`src/rtl/azrle_pkg.sv`:
```
// Types and constants for the ADC zero run-length encoder.
// Used by azrle_encoder, azrle_queue and adc_zero_run_length_encoder.
package azrle_pkg;

    localparam logic [14:0] MINUS_CAP = 15'd16000;
    localparam logic [15:0] ZERO_BASE = 16'd16001;
    localparam logic [14:0] ZERO_CAP  = 15'd16766;

    // Output queue size; the pointers wrap naturally, so it must stay a power of two.
    localparam int QUEUE_DEPTH = 4;

    typedef enum logic [1:0] {
        RUN_NONE  = 2'd0,
        RUN_MINUS = 2'd1,
        RUN_ZERO  = 2'd2
    } run_kind_t;

    typedef struct packed {
        logic signed [15:0] sample;
        logic               is_last;
    } sample_item_t;

    typedef struct packed {
        logic signed [15:0] code;
        logic               end_of_array;
    } code_item_t;

    // Up to two code words produced by one sample, in output order.
    typedef struct packed {
        logic [1:0] count;
        code_item_t first;
        code_item_t second;
    } enc_push_t;

endpackage

```
`src/rtl/azrle_encoder.sv`:
```
// Run tracking and code word generation for one accepted sample.
// Depends on azrle_pkg.
module azrle_encoder
    import azrle_pkg::*;
(
    input  logic         clk,
    input  logic         rst_n,
    input  logic         accept,
    input  sample_item_t item,
    output enc_push_t    push
);

    run_kind_t   run_kind_reg;
    run_kind_t   run_kind_next;
    logic [14:0] run_length_reg;
    logic [14:0] run_length_next;

    run_kind_t   kind;
    logic        flush_old;
    logic        emit_new;
    logic [14:0] new_length;
    logic [14:0] cap;
    logic [15:0] old_mag;
    logic [15:0] new_mag;
    code_item_t  old_word;
    code_item_t  new_word;
    logic        new_valid;

    always_comb
    begin
        if (item.sample == -16'sd1)
        begin
            kind = RUN_MINUS;
        end
        else if (item.sample == 16'sd0)
        begin
            kind = RUN_ZERO;
        end
        else
        begin
            kind = RUN_NONE;
        end

        flush_old = (run_kind_reg != RUN_NONE) && (run_kind_reg != kind);

        if (run_kind_reg == RUN_MINUS)
        begin
            old_mag = {1'b0, run_length_reg};
        end
        else
        begin
            old_mag = ZERO_BASE + {1'b0, run_length_reg};
        end
        old_word.code         = -$signed(old_mag);
        old_word.end_of_array = 1'b0;

        if (run_kind_reg == kind)
        begin
            new_length = run_length_reg + 15'd1;
        end
        else
        begin
            new_length = 15'd1;
        end

        cap = (kind == RUN_MINUS) ? MINUS_CAP : ZERO_CAP;

        if (kind == RUN_MINUS)
        begin
            new_mag = {1'b0, new_length};
        end
        else
        begin
            new_mag = ZERO_BASE + {1'b0, new_length};
        end

        emit_new = (new_length >= cap) || item.is_last;

        // A value sample always produces itself; a run sample only when its run closes.
        case (kind)
            RUN_MINUS, RUN_ZERO:
            begin
                new_valid     = emit_new;
                new_word.code = -$signed(new_mag);
            end
            default:
            begin
                new_valid     = 1'b1;
                new_word.code = item.sample;
            end
        endcase
        new_word.end_of_array = item.is_last;

        if (kind == RUN_NONE || emit_new)
        begin
            run_kind_next   = RUN_NONE;
            run_length_next = 15'd0;
        end
        else
        begin
            run_kind_next   = kind;
            run_length_next = new_length;
        end

        push.count  = {1'b0, flush_old} + {1'b0, new_valid};
        push.second = new_word;
        if (flush_old)
        begin
            push.first = old_word;
            // The flushed run is the final word only when nothing follows it.
            push.first.end_of_array = item.is_last && !new_valid;
        end
        else
        begin
            push.first = new_word;
        end

        if (!accept)
        begin
            push.count = 2'd0;
        end
    end

    always_ff @(posedge clk or negedge rst_n)
    begin
        if (!rst_n)
        begin
            run_kind_reg   <= RUN_NONE;
            run_length_reg <= 15'd0;
        end
        else if (accept)
        begin
            run_kind_reg   <= run_kind_next;
            run_length_reg <= run_length_next;
        end
    end

endmodule

```
`src/rtl/azrle_queue.sv`:
```
// Small output queue taking up to two code words per cycle and giving one
// when code_stall is low. Depends on azrle_pkg.
module azrle_queue
    import azrle_pkg::*;
(
    input  logic       clk,
    input  logic       rst_n,
    input  enc_push_t  push,
    output logic       room,
    output logic       code_valid,
    input  logic       code_stall,
    output code_item_t code_item
);

    localparam int DEPTH = QUEUE_DEPTH;
    localparam int PW    = $clog2(DEPTH);

    code_item_t     entry_reg [DEPTH];
    logic [PW-1:0]  wr_ptr_reg;
    logic [PW-1:0]  wr_ptr_next;
    logic [PW-1:0]  rd_ptr_reg;
    logic [PW-1:0]  rd_ptr_next;
    logic [PW:0]    count_reg;
    logic [PW:0]    count_next;
    logic           pop;
    logic [PW-1:0]  wr_ptr_second;

    assign code_valid    = count_reg != '0;
    assign code_item     = entry_reg[rd_ptr_reg];
    assign pop           = code_valid && !code_stall;
    assign room          = count_reg <= (PW+1)'(DEPTH - 2);
    assign wr_ptr_second = wr_ptr_reg + PW'(1);

    always_comb
    begin
        wr_ptr_next = wr_ptr_reg + PW'(push.count);
        rd_ptr_next = rd_ptr_reg + PW'(pop);
        count_next  = count_reg + (PW+1)'(push.count) - (PW+1)'(pop);
    end

    always_ff @(posedge clk)
    begin
        for (int i = 0; i < DEPTH; i++)
        begin
            if (push.count != 2'd0 && PW'(i) == wr_ptr_reg)
            begin
                entry_reg[i] <= push.first;
            end
            else if (push.count == 2'd2 && PW'(i) == wr_ptr_second)
            begin
                entry_reg[i] <= push.second;
            end
        end
    end

    always_ff @(posedge clk or negedge rst_n)
    begin
        if (!rst_n)
        begin
            wr_ptr_reg <= '0;
            rd_ptr_reg <= '0;
            count_reg  <= '0;
        end
        else
        begin
            wr_ptr_reg <= wr_ptr_next;
            rd_ptr_reg <= rd_ptr_next;
            count_reg  <= count_next;
        end
    end

endmodule

```
`src/rtl/adc_zero_run_length_encoder.sv`:
```
// Top level of the ADC zero run-length encoder.
// Depends on azrle_pkg, azrle_encoder and azrle_queue.
//
// Usage:
//   Samples enter on the sample channel (sample_valid, sample_stall, sample_item)
//   and code words leave on the code channel (code_valid, code_stall, code_item).
//   An item moves when valid is high and stall is low at a rising clock edge.
//   Samples other than -1 and 0 pass through; runs of -1 or 0 are packed into
//   negative code words, one per run up to its cap, and end_of_array marks the last word of an array.
//
// Queueing and throughput:
//   A sample's words enter the output queue at the edge that accepts it.
//   One sample is accepted every cycle while the queue has room. A sample that
//   closes a run and also yields a word of its own produces two words; the
//   single output port then sets the rate, since the code channel drains one
//   word per cycle unless stalled. sample_stall rises while the queue lacks
//   room for two words.
//
// Reset and stalls:
//   rst_n clears the open run and empties the queue. While the receiver stalls,
//   words wait in the queue and the head word is held steady on code_item.
module adc_zero_run_length_encoder
    import azrle_pkg::*;
(
    input  logic         clk,
    input  logic         rst_n,
    input  logic         sample_valid,
    output logic         sample_stall,
    input  sample_item_t sample_item,
    output logic         code_valid,
    input  logic         code_stall,
    output code_item_t   code_item
);

    logic      accept;
    logic      room;
    enc_push_t push;

    assign sample_stall = !room;
    assign accept       = sample_valid && room;

    azrle_encoder u_encoder
    (
        .clk    (clk),
        .rst_n  (rst_n),
        .accept (accept),
        .item   (sample_item),
        .push   (push)
    );

    azrle_queue u_queue
    (
        .clk        (clk),
        .rst_n      (rst_n),
        .push       (push),
        .room       (room),
        .code_valid (code_valid),
        .code_stall (code_stall),
        .code_item  (code_item)
    );

endmodule

```
`config.mk`:
```
export PLATFORM = sky130hd
export DESIGN_NAME = adc_zero_run_length_encoder
export DESIGN_NICKNAME = d
export VERILOG_FILES = /design/src/rtl/azrle_pkg.sv /design/src/rtl/azrle_encoder.sv /design/src/rtl/azrle_queue.sv /design/src/rtl/adc_zero_run_length_encoder.sv
export SDC_FILE = /design/constraint.sdc
export NUM_CORES = 1
export LEC_CHECK = 0
export BUFFER_PORTS_ARGS = -buffer_cell sky130_fd_sc_hd__buf_2
export CORE_ASPECT_RATIO = 1.1
export CORE_MARGIN = 1
export CORE_UTILIZATION = 30
export CTS_CLUSTER_DIAMETER = 30
export DETAILED_ROUTE_END_ITERATION = 16
export HOLD_SLACK_MARGIN = 0.06
export PLACE_DENSITY = 0.44
export SLEW_MARGIN = 40
export SYNTH_ARGS = -nofsm -noshare
export SYNTH_HDL_FRONTEND = slang
export SYNTH_SLANG_ARGS = --single-unit
export TNS_END_PERCENT = 20
```
`constraint.sdc`:
```
create_clock -name clk -period 7.5 [get_ports clk]
set_clock_uncertainty 0.1 [all_clocks]
set_input_delay 0.75 -clock clk [delete_from_list [all_inputs] [get_ports clk]]
set_output_delay 0.75 -clock clk [all_outputs]
set_load 0.02 [all_outputs]
```
# Word level (Yosys, flattened, before mapping)
# Memories as Yosys holds them, arrays and structs flattened.
# Cells that the tools add are included.
# word_totals
ff_bits	24
ram_bits	68
mem_count	1
# classes
n_addsub	11
magnitude_cmp	2
n_eq_ne	13
mux	42
n_bitwise	4
reduce_logical	27
# memory_table
name	depth	width	read_ports	rd_clocked_by_memory_dff	write_ports	line	text
u_queue.entry_reg	4	17	1	0	2	azrle_queue.sv:18	code_item_t entry_reg [DEPTH];
# ops
cell	count
$mux 17	7
$mux 16	3
$mux 15	3
$reduce_or 17->1	2
$add 14x15->16 const A	2
$neg 16->16	2
$mux 1	23
$eq 16x1->1 const B	1
$logic_not 16->1	1
$add 15x1->15 const B	1
$ge 15x15->1	1
$logic_and 1x1->1	12
$mux 2	6
$eq 2x2->1 const A	4
$logic_not 2->1	3
$eq 1x2->1 const A	2
$eq 2x1->1 const B	2
$eq 2x2->1 const B	2
$or 1x1->1	4
$reduce_bool 2->1	2
$add 3x2->3	1
$le 3x2->1 const B	1
$logic_not 1->1	3
$reduce_bool 3->1	1
9 further kinds	10

# Logic depth before layout (Yosys ltp)
# logic_depth
depth_word	18
depth_mapped	26

# Hierarchy
# Synthesis repeated with hierarchy kept, for this count alone.
# unflattened
hier_cells	748
hier_area_um2	7673.6
# modules_own_cells
module	n_inst	cells_each	area_each_um2	seq_area_each_um2
azrle_queue	1	208	3846.2	2217.1
azrle_encoder	1	538	3817.4	425.4
adc_zero_run_length_encoder	1	2	10.0	0.0

# Least setup slack after synthesis
# OpenSTA, ideal clock, no wires.
# synth_path
kind	input -> register
start	input port sample_item[15] (netlist name)
end	memory u_queue.entry_reg[2][0] (netlist name) (enable)
setup_ps	397
arrival_ps	5432
path_slack_ps	1571
stages	20
path_buffers	3
path_cell_list	nand4_1 -> or4_1 -> buf_4 -> clkinv_4 -> xnor2_4 -> nand2_2 -> clkbuf_1 -> nor2_1 -> ha_1 -> a21oi_1 -> mux2_2 -> o32ai_1 -> a21o_1 -> a21oi_1 -> o21ai_0 -> clkbuf_1 -> ha_1 -> nor3b_1 -> o21ai_0 -> a21oi_1
# synth_lines
item	line	text
start: declaration	adc_zero_run_length_encoder.sv:29	input sample_item_t sample_item,
end: declaration	azrle_queue.sv:18	

==> results.json <==
{
  "die_y_um": 168,
  "status": "finished, final reports clean",
  "antenna_found_initial": 0,
  "yosysWarnings": 0,
  "numCtsBuffers": 9,
  "timing_worst_setup_path_type": "reg2reg",
  "ir_worst_vdd_mv": 0.0887,
  "cpPeakStageDelay_ns": 0.61,
  "ctsHoldBuffers": 0,
  "synth_nets": 852,
  "track_usage_pct": 19.2,
  "setup_viol": 0,
  "portBuffers": 39,
  "htree_levels": 3,
  "vias_per_cell": 5.60,
  "cts_tree": "done",
  "diodes": 0,
  "largest_reg_flops": 68,
  "grt_setup_unrepaired": "false",
  "placementRows": 60,
  "hold_ws_ns": 0.311,
  "ys.flop_type": "edfxtp_1",
  "die_w_um": 153,
  "cp.arrival_ns": 6.34,
  "dpl.hpwl_mm": 18.0,
  "yosysTopAreaCellShare_pct": 27.3,
  "drive_gt1_share_pct": 16.0,
  "cts_resized": 0,
  "yosysUniqueCellTypes": 88,
  "hold_violations": 0,
  "start_util_pct": 30.6,
  "ant_nets": 0,
  "synth_cells": 807,
  "cts-root-buf": "clkbuf_16",
  "maxSlewHeadroom_pct": 46.4,
  "areaGrowthSynthToFinish_pct": 9.84,
  "async_flop_share_pct": 26.1,
  "first_iter_violations": 434,
  "crit_path_end": "u_queue.entry_reg[0][16]",
  "cts_setup_buffers": 0,
  "wl_per_cell_um": 21.3,
  "gp_congestion": 0.811,
  "hold_path.class": "in2async",
  "clkTransAtPathRegs_ns": 0.08,
  "p_leak_uw": 0.00309,
  "synthesis.area_um2": 7490,
  "vias": 6323,
  "period_share_pct": 84.8,
  "finalMaxSlewViolations": 0,
  "ys_seq_area_share_pct": 35.3,
  "crit_start": "u_encoder.run_length_reg[1]",
  "finalWorstSetupSlack_ns": 1.14,
  "maxCapViolations": 0,
  "r2r_cells": 23,
  "cp-start-kind": "flop",
  "clk-insertion-delay-late_ns": 0.36,
  "cp.required_ns": 7.48,
  "wirelength_mm": 24.1,
  "critPathSlowestCell": "nor4_1",
  "rr_endpoint": "u_queue.entry_reg[0][16]",
  "post-place-ws_ns": 1.15,
  "grt_pass1_vias": 6137,
  "grt-ovfl-total": 0,
  "synth_seq_cells": 92,
  "grt_max_degree": 31,
  "worstMarginPinSlew_ns": 0.798,
  "layout_min_cycle_time_ns": 6.36,
  "p_total_uw": 1620,
  "drtPass1Iterations": 7,
  "tns_ns": 0,
  "drc_errors": 0,
  "path_max_fanout": 24,
  "nets": 860,
  "r2r_slack_ns": 1.14,
  "numClockSinks": 92,
  "coreArea_um2": 24500,
  "grt_pass1_wl_mm": 37.2,
  "worst_setup_path_end_kind": "flop",
  "synth.area.top_cells": "edfxtp_1, dfrtp_1, mux4_2",
  "r2r_start": "u_encoder.run_length_reg[1]",
  "io_pins": 40,
  "synth-edff-count": 68,
  "syn_area_per_cell_um2": 9.28,
  "yosysTopAreaCell": "edfxtp_1",
  "crit_chain": "ha_1 -> nand3_1 -> nor4_1 -> nand2_1 -> xor2_1 -> nor2_1 -> ha_1 -> nand4_1 -> nor2_1 -> a211oi_1 -> o2111ai_1 -> a31oi_1 -> o21ai_1 -> buf_4 -> ha_1 -> nor3b_1 -> nand3_1 -> nand2_1 -> buf_4 -> nand2_1 -> nor2_1 -> mux2_4 -> a211oi_2",
  "power.density_nw_per_um2": 197,
  "max_freq_ghz": 0.157,
  "die_area_um2": 25600,
  "cts_max_path_buffers": 2
}
## synthesized netlist by cell type (all sizes together) (13+ instances only)
| cell type | n |
|---|---|
| nor2 | 75 |
| nand3 | 31 |
| ha | 23 |
| nand2 | 84 |
| mux2i | 27 |
| nand4 | 16 |
| xnor2 | 41 |
| nor4 | 15 |
| o21ai | 46 |
| edfxtp | 68 |
| inv | 22 |
| buf | 27 |
| a31oi | 15 |
| clkbuf | 30 |
| dfrtp | 24 |
| nor3 | 17 |
| mux4 | 17 |
| xor2 | 13 |
| a21oi | 55 |
## cell families after synthesis
| kind of cell | share of synthesized area (%) |
|---|---|
| flip-flops | 35.3 |
| multiplexers | 10.2 |
| adder cells (fa/ha/maj) | 4.11 |
| buffers and inverters | 4.86 |
| AND/OR/NAND/NOR | 19.9 |
| XOR/XNOR | 6.87 |
| AO/OA/AOI/OAI | 18.8 |
## power by group
group	switching (uW)	internal (uW)	total [uW]
logic	287	202	488
clock network	228	231	460
registers	48.3	623	672
total	563	1060	1620
## stage by stage
stage | instance area (um^2) | util, % | cells
6_report | 8230 | 33.6 | 1130
5_1_grt | 8230 | 33.6 | 1130
2_1_floorplan | 7490 | - | 807
3_5_place_dp | 7940 | 32.4 | 1114
4_1_cts | 8220 | 33.6 | 1130
3_3_place_gp | 7920 | 32.4 | 1114
## cells in the final DEF (no fill, tap or decap), types with 16 or more instances in the layout
cell type / count
a21oi_1: 51
buf_2: 39
dfrtp_1: 23
edfxtp_1: 68
ha_1: 23
inv_1: 22
mux2i_1: 26
mux4_2: 17
nand2_1: 83
nand3_1: 31
nor2_1: 74
nor3_1: 16
o21ai_0: 41
xnor2_1: 35
## how the worst min path moves through the flow
stage / startpoint / to / slack, ns / cells after the start
2_1_floorplan: rst_n / u_encoder.run_kind_reg[0] / 0.35 / 0
3_3_place_gp: u_queue.count_reg[2] / u_queue.count_reg[2] / 0.37 / 1
3_5_place_dp: u_queue.count_reg[2] / u_queue.count_reg[2] / 0.38 / 1
4_1_cts: rst_n / u_encoder.run_length_reg[7] / 0.34 / 1
5_1_grt: rst_n / u_encoder.run_length_reg[7] / 0.37 / 1
6_report: rst_n / u_encoder.run_length_reg[7] / 0.31 / 1
## layer usage
metal | vias to the layer above | routed length, um | GRT usage [%]
li1 | 3051 | - | -
met1 | 3115 | 11000 | 24.4
met2 | 130 | 12000 | 33.4
met3 | 27 | 585 | 2.10
met4 | 0 | 508 | 6.85
met5 | - | 0 | 0
## cell type report
class | count | area [um^2]
Clock buffer | 9 | 225
Sequential cell | 92 | 2640
Fill cell | 2514 | 16200
Clock inverter | 7 | 57.6
Inverter | 24 | 95.1
Multi-Input combinational cell | 634 | 4510
Tap cell | 310 | 388
Timing Repair Buffer | 54 | 308
## critical path, delay by kind of cell (launching register included)
family | cells | cell delay [ns]
AND/OR/NAND/NOR | 11 | 2.64
adder cells (fa/ha/maj) | 3 | 1.20
AO/OA/AOI/OAI | 5 | 0.70
flip-flops | 1 | 0.54
buffers and inverters | 2 | 0.53
XOR/XNOR | 1 | 0.18
multiplexers | 1 | 0.18
Power figures use the tool's default switching activity.
